### config.mk
export PLATFORM = sky130hd
export DESIGN_NAME = integer_deque_with_value_delete
export DESIGN_NICKNAME = d
export VERILOG_FILES = /design/src/rtl/deq_pkg.sv /design/src/rtl/deq_ram.sv /design/src/rtl/integer_deque_with_value_delete.sv
export SDC_FILE = /design/constraint.sdc
export NUM_CORES = 1
export LEC_CHECK = 0
export ABC_CLOCK_PERIOD_IN_PS = 5200
export BUFFER_PORTS_ARGS = -buffer_cell sky130_fd_sc_hd__buf_2
export CORE_MARGIN = 5
export CORE_UTILIZATION = 45
export CTS_CLUSTER_DIAMETER = 80
export DETAILED_ROUTE_END_ITERATION = 7
export GPL_ROUTABILITY_DRIVEN = 1
export PLACE_DENSITY = 0.63
export SLEW_MARGIN = 20
export SYNTH_ARGS = -nofsm -noshare
export SYNTH_HDL_FRONTEND = slang
export SYNTH_HIERARCHICAL = 1
export SYNTH_SLANG_ARGS = --single-unit
### constraint.sdc
create_clock -name clock -period 5.2 [get_ports clock]
set_input_delay 0.26 -clock clock [delete_from_list [all_inputs] [get_ports clock]]
set_output_delay 0.26 -clock clock [all_outputs]
set_load 0.02 [all_outputs]
### src/rtl/deq_pkg.sv
`timescale 1ns / 1ps
// ----------------------------------------------------------------------------
// deq_pkg
// Request and status codes shared by the deque block.
// ----------------------------------------------------------------------------
package deq_pkg;

   localparam int DATA_W  = 32;
   localparam int TOTAL_W = 5;

   localparam logic [2:0] OP_PUSH_FRONT = 3'd0;
   localparam logic [2:0] OP_PUSH_BACK  = 3'd1;
   localparam logic [2:0] OP_POP_FRONT  = 3'd2;
   localparam logic [2:0] OP_POP_BACK   = 3'd3;
   localparam logic [2:0] OP_DELETE     = 3'd4;
   localparam logic [2:0] OP_CLEAR      = 3'd5;
   localparam logic [2:0] OP_SIZE       = 3'd6;

   typedef enum logic [1:0] {
      ST_OK        = 2'd0,
      ST_EMPTY     = 2'd1,
      ST_FULL      = 2'd2,
      ST_NOT_FOUND = 2'd3
   } status_type;

endpackage

### src/rtl/deq_ram.sv
`timescale 1ns / 1ps
// ----------------------------------------------------------------------------
// deq_ram
// Entry store: one write port, one read port, registered read data.
// ----------------------------------------------------------------------------
module deq_ram #(
   parameter int DEPTH = 16,
   parameter int WIDTH = 32,
   parameter int AW    = $clog2(DEPTH)
) (
   input  logic             clock,
   input  logic             wr_en,
   input  logic [AW-1:0]    wr_addr,
   input  logic [WIDTH-1:0] wr_data,
   input  logic             rd_en,
   input  logic [AW-1:0]    rd_addr,
   output logic [WIDTH-1:0] rd_data
);

   logic [WIDTH-1:0] mem [DEPTH];

   always_ff @(posedge clock) begin
      if (wr_en) begin
         mem[wr_addr] <= wr_data;
      end
   end

   always_ff @(posedge clock) begin
      if (rd_en) begin
         rd_data <= mem[rd_addr];
      end
   end

endmodule

### src/rtl/integer_deque_with_value_delete.sv
`timescale 1ns / 1ps
// ----------------------------------------------------------------------------
// integer_deque_with_value_delete
// Bounded double-ended queue of signed 32-bit values held in a circular
// entry store, with delete of the first matching value.
// ----------------------------------------------------------------------------
// A request is taken when start is high and busy is low; its single result
// appears on the rsp_ ports for one cycle with rsp_valid and cannot be held
// off. Push, clear, size query and rejected requests answer in the next
// cycle and busy stays low, so these run at one request per cycle. A pop
// reads the store and answers from the registered read data in S_POP. A
// delete walks the store through its single read port, one entry per cycle,
// and then moves each later entry one place towards the front, so it reads
// every held entry whatever the match position. No clearing pass.
// ----------------------------------------------------------------------------
module integer_deque_with_value_delete #(
   parameter int CAPACITY = 16
) (
   input  logic               clock,
   input  logic               reset,
   input  logic               start,
   output logic               busy,
   input  logic [2:0]         req_type,
   input  logic signed [31:0] req_data_value,
   output logic               rsp_valid,
   output logic signed [31:0] rsp_popped_value,
   output logic [1:0]         rsp_status,
   output logic [4:0]         rsp_entry_total
);

   localparam int IW = $clog2(CAPACITY);
   localparam int CW = $clog2(CAPACITY + 1);
   localparam int SW = CW + 1;

   typedef enum logic [3:0] {
      S_IDLE  = 4'b0001,
      S_POP   = 4'b0010,
      S_SCAN  = 4'b0100,
      S_SHIFT = 4'b1000
   } state_type;

   state_type            state_ff, state_in;
   logic [IW-1:0]        front_ff, front_in;
   logic [CW-1:0]        count_ff, count_in;
   logic [CW-1:0]        pos_ff, pos_in;
   logic [31:0]          val_ff, val_in;
   logic                 rsp_valid_ff, rsp_valid_in;
   logic [31:0]          rsp_popped_ff, rsp_popped_in;
   deq_pkg::status_type  rsp_status_ff, rsp_status_in;

   logic                 wr_en, rd_en;
   logic [IW-1:0]        wr_addr, rd_addr;
   logic [31:0]          wr_data, rd_data;
   logic [CW-1:0]        pos_nx;
   logic                 accept, full, empty;

   function automatic logic [IW-1:0] slot(input logic [IW-1:0] f, input logic [CW-1:0] p);
      logic [SW-1:0] sum;
      sum = SW'(f) + SW'(p);
      if (sum >= SW'(CAPACITY)) begin
         sum = sum - SW'(CAPACITY);
      end
      return sum[IW-1:0];
   endfunction

   assign accept = start && !busy;
   assign full   = (count_ff == CW'(CAPACITY));
   assign empty  = (count_ff == '0);
   assign pos_nx = pos_ff + CW'(1);

   always_comb begin
      state_in      = state_ff;
      front_in      = front_ff;
      count_in      = count_ff;
      pos_in        = pos_ff;
      val_in        = val_ff;
      rsp_valid_in  = 1'b0;
      rsp_popped_in = '0;
      rsp_status_in = deq_pkg::ST_OK;
      wr_en         = 1'b0;
      wr_addr       = slot(front_ff, count_ff);
      wr_data       = req_data_value;
      rd_en         = 1'b0;
      rd_addr       = slot(front_ff, pos_nx);
      case (state_ff)
         S_IDLE: begin
            if (accept) begin
               val_in = req_data_value;
               case (req_type)
                  deq_pkg::OP_PUSH_FRONT: begin
                     rsp_valid_in = 1'b1;
                     if (full) begin
                        rsp_status_in = deq_pkg::ST_FULL;
                     end else begin
                        front_in = (front_ff == '0) ? IW'(CAPACITY - 1) : front_ff - IW'(1);
                        wr_en    = 1'b1;
                        wr_addr  = front_in;
                        count_in = count_ff + CW'(1);
                     end
                  end
                  deq_pkg::OP_PUSH_BACK: begin
                     rsp_valid_in = 1'b1;
                     if (full) begin
                        rsp_status_in = deq_pkg::ST_FULL;
                     end else begin
                        wr_en    = 1'b1;
                        count_in = count_ff + CW'(1);
                     end
                  end
                  deq_pkg::OP_POP_FRONT, deq_pkg::OP_POP_BACK: begin
                     if (empty) begin
                        rsp_valid_in  = 1'b1;
                        rsp_status_in = deq_pkg::ST_EMPTY;
                     end else begin
                        rd_en    = 1'b1;
                        count_in = count_ff - CW'(1);
                        state_in = S_POP;
                        if (req_type == deq_pkg::OP_POP_FRONT) begin
                           rd_addr  = front_ff;
                           front_in = (front_ff == IW'(CAPACITY - 1)) ? '0 : front_ff + IW'(1);
                        end else begin
                           rd_addr = slot(front_ff, count_in);
                        end
                     end
                  end
                  deq_pkg::OP_DELETE: begin
                     if (empty) begin
                        rsp_valid_in  = 1'b1;
                        rsp_status_in = deq_pkg::ST_NOT_FOUND;
                     end else begin
                        rd_en    = 1'b1;
                        rd_addr  = front_ff;
                        pos_in   = '0;
                        state_in = S_SCAN;
                     end
                  end
                  deq_pkg::OP_CLEAR: begin
                     rsp_valid_in = 1'b1;
                     front_in     = '0;
                     count_in     = '0;
                  end
                  default: begin
                     rsp_valid_in = 1'b1;
                  end
               endcase
            end
         end
         S_POP: begin
            rsp_valid_in  = 1'b1;
            rsp_popped_in = rd_data;
            state_in      = S_IDLE;
         end
         S_SCAN: begin
            rd_en = (pos_nx < count_ff);
            if (rd_data == val_ff) begin
               if (pos_nx < count_ff) begin
                  pos_in   = pos_nx;
                  state_in = S_SHIFT;
               end else begin
                  count_in     = count_ff - CW'(1);
                  rsp_valid_in = 1'b1;
                  state_in     = S_IDLE;
               end
            end else if (pos_nx < count_ff) begin
               pos_in = pos_nx;
            end else begin
               rsp_valid_in  = 1'b1;
               rsp_status_in = deq_pkg::ST_NOT_FOUND;
               state_in      = S_IDLE;
            end
         end
         S_SHIFT: begin
            wr_en   = 1'b1;
            wr_addr = slot(front_ff, pos_ff - CW'(1));
            wr_data = rd_data;
            rd_en   = (pos_nx < count_ff);
            if (pos_nx < count_ff) begin
               pos_in = pos_nx;
            end else begin
               count_in     = count_ff - CW'(1);
               rsp_valid_in = 1'b1;
               state_in     = S_IDLE;
            end
         end
         default: begin
            state_in = S_IDLE;
         end
      endcase
   end

   always_ff @(posedge clock) begin
      if (reset) begin
         state_ff     <= S_IDLE;
         front_ff     <= '0;
         count_ff     <= '0;
         rsp_valid_ff <= 1'b0;
      end else begin
         state_ff     <= state_in;
         front_ff     <= front_in;
         count_ff     <= count_in;
         rsp_valid_ff <= rsp_valid_in;
      end
   end

   always_ff @(posedge clock) begin
      pos_ff        <= pos_in;
      val_ff        <= val_in;
      rsp_popped_ff <= rsp_popped_in;
      rsp_status_ff <= rsp_status_in;
   end

   deq_ram #(
      .DEPTH (CAPACITY),
      .WIDTH (deq_pkg::DATA_W),
      .AW    (IW)
   ) u_ram (
      .clock   (clock),
      .wr_en   (wr_en),
      .wr_addr (wr_addr),
      .wr_data (wr_data),
      .rd_en   (rd_en),
      .rd_addr (rd_addr),
      .rd_data (rd_data)
   );

   assign busy             = (state_ff != S_IDLE);
   assign rsp_valid        = rsp_valid_ff;
   assign rsp_popped_value = rsp_popped_ff;
   assign rsp_status       = rsp_status_ff;
   assign rsp_entry_total  = deq_pkg::TOTAL_W'(count_ff);

   a_count_bound : assert property (@(posedge clock) disable iff (reset)
      count_ff <= CW'(CAPACITY))
      else $error("entry count above capacity");

   a_pop_answers : assert property (@(posedge clock) disable iff (reset)
      state_ff == S_POP |=> rsp_valid && state_ff == S_IDLE)
      else $error("pop did not answer in the following cycle");

   a_clear : assert property (@(posedge clock) disable iff (reset)
      accept && req_type == deq_pkg::OP_CLEAR |=> rsp_valid && count_ff == '0)
      else $error("clear left entries behind");

   a_shift_window : assert property (@(posedge clock) disable iff (reset)
      state_ff == S_SHIFT |-> pos_ff != '0 && pos_ff < count_ff)
      else $error("shift position outside occupied window");

   a_busy_no_rsp : assert property (@(posedge clock) disable iff (reset)
      state_ff == S_SCAN |-> !rsp_valid)
      else $error("response during delete scan");

endmodule

==> run metrics <==
clock buffer count from CTS 67; hold path cells 2; All-Layer GR Usage 20.4%; Final Setup Violations 0; Max stage delay cell, worst path and2_2; Slew HR 23.7%; number of remaining DRC errors 0; initial core utilization 45.5%; Post-CTS Hold Fix Bufs 32; DIE HEIGHT between 200 and 250 um; WS Path Type flip-flop to flip-flop; Pleak between 0.009 and 0.01 uW; first-pass GRT wire length 90.6 mm; EDFF count, synth ~580; sequential power share 44.0%; Worst Skew slightly below 0.03 ns; Synth Flop Type edfxtp_1; drt total wl just over 60 mm; post-synthesis cell area between 20000 and 30000 um2; setup TNS 0 ns; Hold Path Class input port to flip-flop; clock-pin transition on the worst setup and hold timing paths approximately 0.06 ns; Finished Layout Cells 2321; Gate power share around 21%; CP peak stage delay 0.64 ns; drt initial violations about 1.4k; Hold Path End rsp_entry_total[4]; power per cell area 464 nW/um2; Switching Share approximately 28%; Syn Nets approximately 1.4k; CTS max path bufs 3; Mapped Cells 1366; vias per inst roughly 5.7; number of distinct library cells after synthesis 75; fin nets roughly 1.6k; pre-CTS WS around 1.0 ns; register area share after synthesis 73.1%; Mapped Avg Cell Area 18.4 um2; die area around 61000 um2; asr flop ratio synth 0%; dpl cells between 2k and 2.5k; Ant. Diodes 0; Final Hold Fails 0; Core Area roughly 55000 um2; H-Tree Depth 3; yosys warns 6; Placement Rows 86; Max Cap Viol 0; gp weighted congestion 0.840; DR pass1 iterations 7; I/O Buffers 78; register bit count reported by yosys between 600 and 700; min Tclk post-route approximately 4.2 ns; Ports between 70 and 80; Area Overhead vs Synth 16.8%; crit share post-route about four fifths; post-route ant nets 0; largest net degree at the start of global routing 69; Max Freq roughly 240 MHz; outcome completed; post-CTS sizing 0; RSZ-0062 raised after global routing no; CP Cell Sequence inv_1 > ha_1 > inv_1 > ha_1 > a21o_1 > a21oi_1 > xnor2_1 > nand2_1 > a211o_1 > a41oi_1 > and2_2 > buf_4 > a22oi_1 > nand2_1; Max IR drop VDD 0.308 mV; FF-to-FF path depth 14; setup ws final slightly above 1 ns; Post-CTS Setup Inserts 0; vias in the first global route about 13k; Critical Path Fanout Max 17; hold path start reset; clk root buf clkbuf_16; GR Overflow Total 0; Psw about 3800 uW; fraction of layout cells with a size suffix above 1 around 26%; initial antenna violation count 3; critical path capture point type flip-flop; critical path arrival ~4.6 ns; worst endpoint required time ~5.7 ns; Slew @ Worst Pin around 1.1 ns; commonest cells after routing, fill and taps aside edfxtp_1, nand2_1, mux4_2; max-slew violation count 0; Final HPWL DP between 30 and 40 mm; most common cell after layout, fill and taps aside edfxtp_1; Crit Reg-Reg Startpoint rsp_entry_total[0]; Vias approximately 13k; WL per Instance 26.5 um; Die X between 200 and 250 um; register-to-register setup slack between 1 and 1.5 ns; FF-to-FF End u_ram/rd_data[7]; crit start category flip-flop; clock latency on the worst-skew pair 0.60 ns; CTS tree done; Num Clock Sinks between 600 and 700; P_int roughly 10000 uW; Clock Power Share a little over a third
flip-flops by register name, summed over array words and instances, names as in the netlist:
name,flops
rsp_entry_total,5
u_ram/rd_data,32
rsp_valid,1
state_ff,4
u_ram/mem,512
rsp_popped_value,32
front_ff,4
rsp_status,2
pos_ff,5
val_ff,32
worst max path at each step:
stage	from	endpoint	slack, ns	depth (start not counted)
after floorplan	pos_ff[0]	u_ram/mem[0][0]	0.12	12
final	rsp_entry_total[0]	u_ram/rd_data[7]	1.02	14
after CTS	rsp_entry_total[0]	u_ram/rd_data[6]	1.01	14
after detailed placement	rsp_entry_total[0]	u_ram/rd_data[31]	1.04	14
after global placement	rsp_entry_total[0]	u_ram/rd_data[6]	1.19	14
after global routing	rsp_entry_total[0]	u_ram/rd_data[3]	0.78	14
critical path, delay by kind of cell, from the launching register on:
kind | cells | cell delay (ns)
buf+inv | 3 | 0.57
xor+xnor | 1 | 0.14
simple gates | 3 | 0.82
flops | 1 | 0.53
fa+ha+maj | 2 | 0.66
compound gates | 5 | 1.31
Yosys cell counts (6+ instances only):
library cell  instances  share of area (%)
a21o_1                7               0.21
a21oi_1              23               0.46
a22oi_1              68                2.0
and2_1               39               0.97
buf_1                10               0.15
buf_2                16               0.32
buf_4                10               0.30
clkbuf_1             25               0.37
dfxtp_1              48                3.8
edfxtp_1            581                 69
ha_1                 22                1.1
inv_1                15               0.22
mux4_2              128                 11
nand2_1             151                2.3
nand2b_1              6               0.15
nand3_1               9               0.18
nor2_1               32               0.48
nor3_1               11               0.22
o21ai_0              12               0.24
xnor2_1              14               0.49
xor2_1               39                1.4
cells by family (layout without fill, tap and decap cells):
family	after synthesis	after routing	share of synthesized area [%]
fa+ha+maj	26	26	1.41
simple gates	289	289	5.72
buf+inv	82	289	1.60
mux	130	130	11.5
compound gates	156	156	4.68
xor+xnor	54	54	1.95
flops	629	629	73.1
metal layers:
metal	GRT usage [%]	vias to the layer above	share of wire, %
met5	0	-	0.011
met4	5.73	2	2.4
met3	3.57	94	7.8
met2	32.5	565	48
met1	29.5	6920	42
li1	-	5754	-
power by group through the flow:
stage | Sequential [uW] | Combinational, uW | Clock (uW)
after global routing | 6030 | 3030 | 5120
after CTS | 6010 | 2850 | 4890
final | 6010 | 2820 | 4810
after detailed placement | 6120 | 2830 | 0
after floorplan | 6070 | 1900 | 0
after global placement | 6110 | 2790 | 0
metrics by stage:
| stage | total power, uW | area [um2] | hold slack, ns | util (%) |
|---|---|---|---|---|
| finish | 13600 | 29400 | 0.0504 | 53.2 |
| global route | 14200 | 29400 | 0.0296 | 53.2 |
| CTS | 13800 | 29400 | 0.00669 | 53.2 |
| detailed placement | 8940 | 26900 | 0.452 | 48.6 |
| global placement | 8900 | 26900 | 0.453 | 48.6 |
| floorplan | 7970 | 25200 | 0.359 | - |
cell type report:
class                      instances  area (um2)
inverter                          16        61.3
sequential                       629       18400
multi-input combinational        655        6550
clock buffer                      82        1790
fill                            4423       25900
tap                              748         936
clock inverter                    39         432
timing repair buffer             152        1230
(Power assumes the default switching activity.)
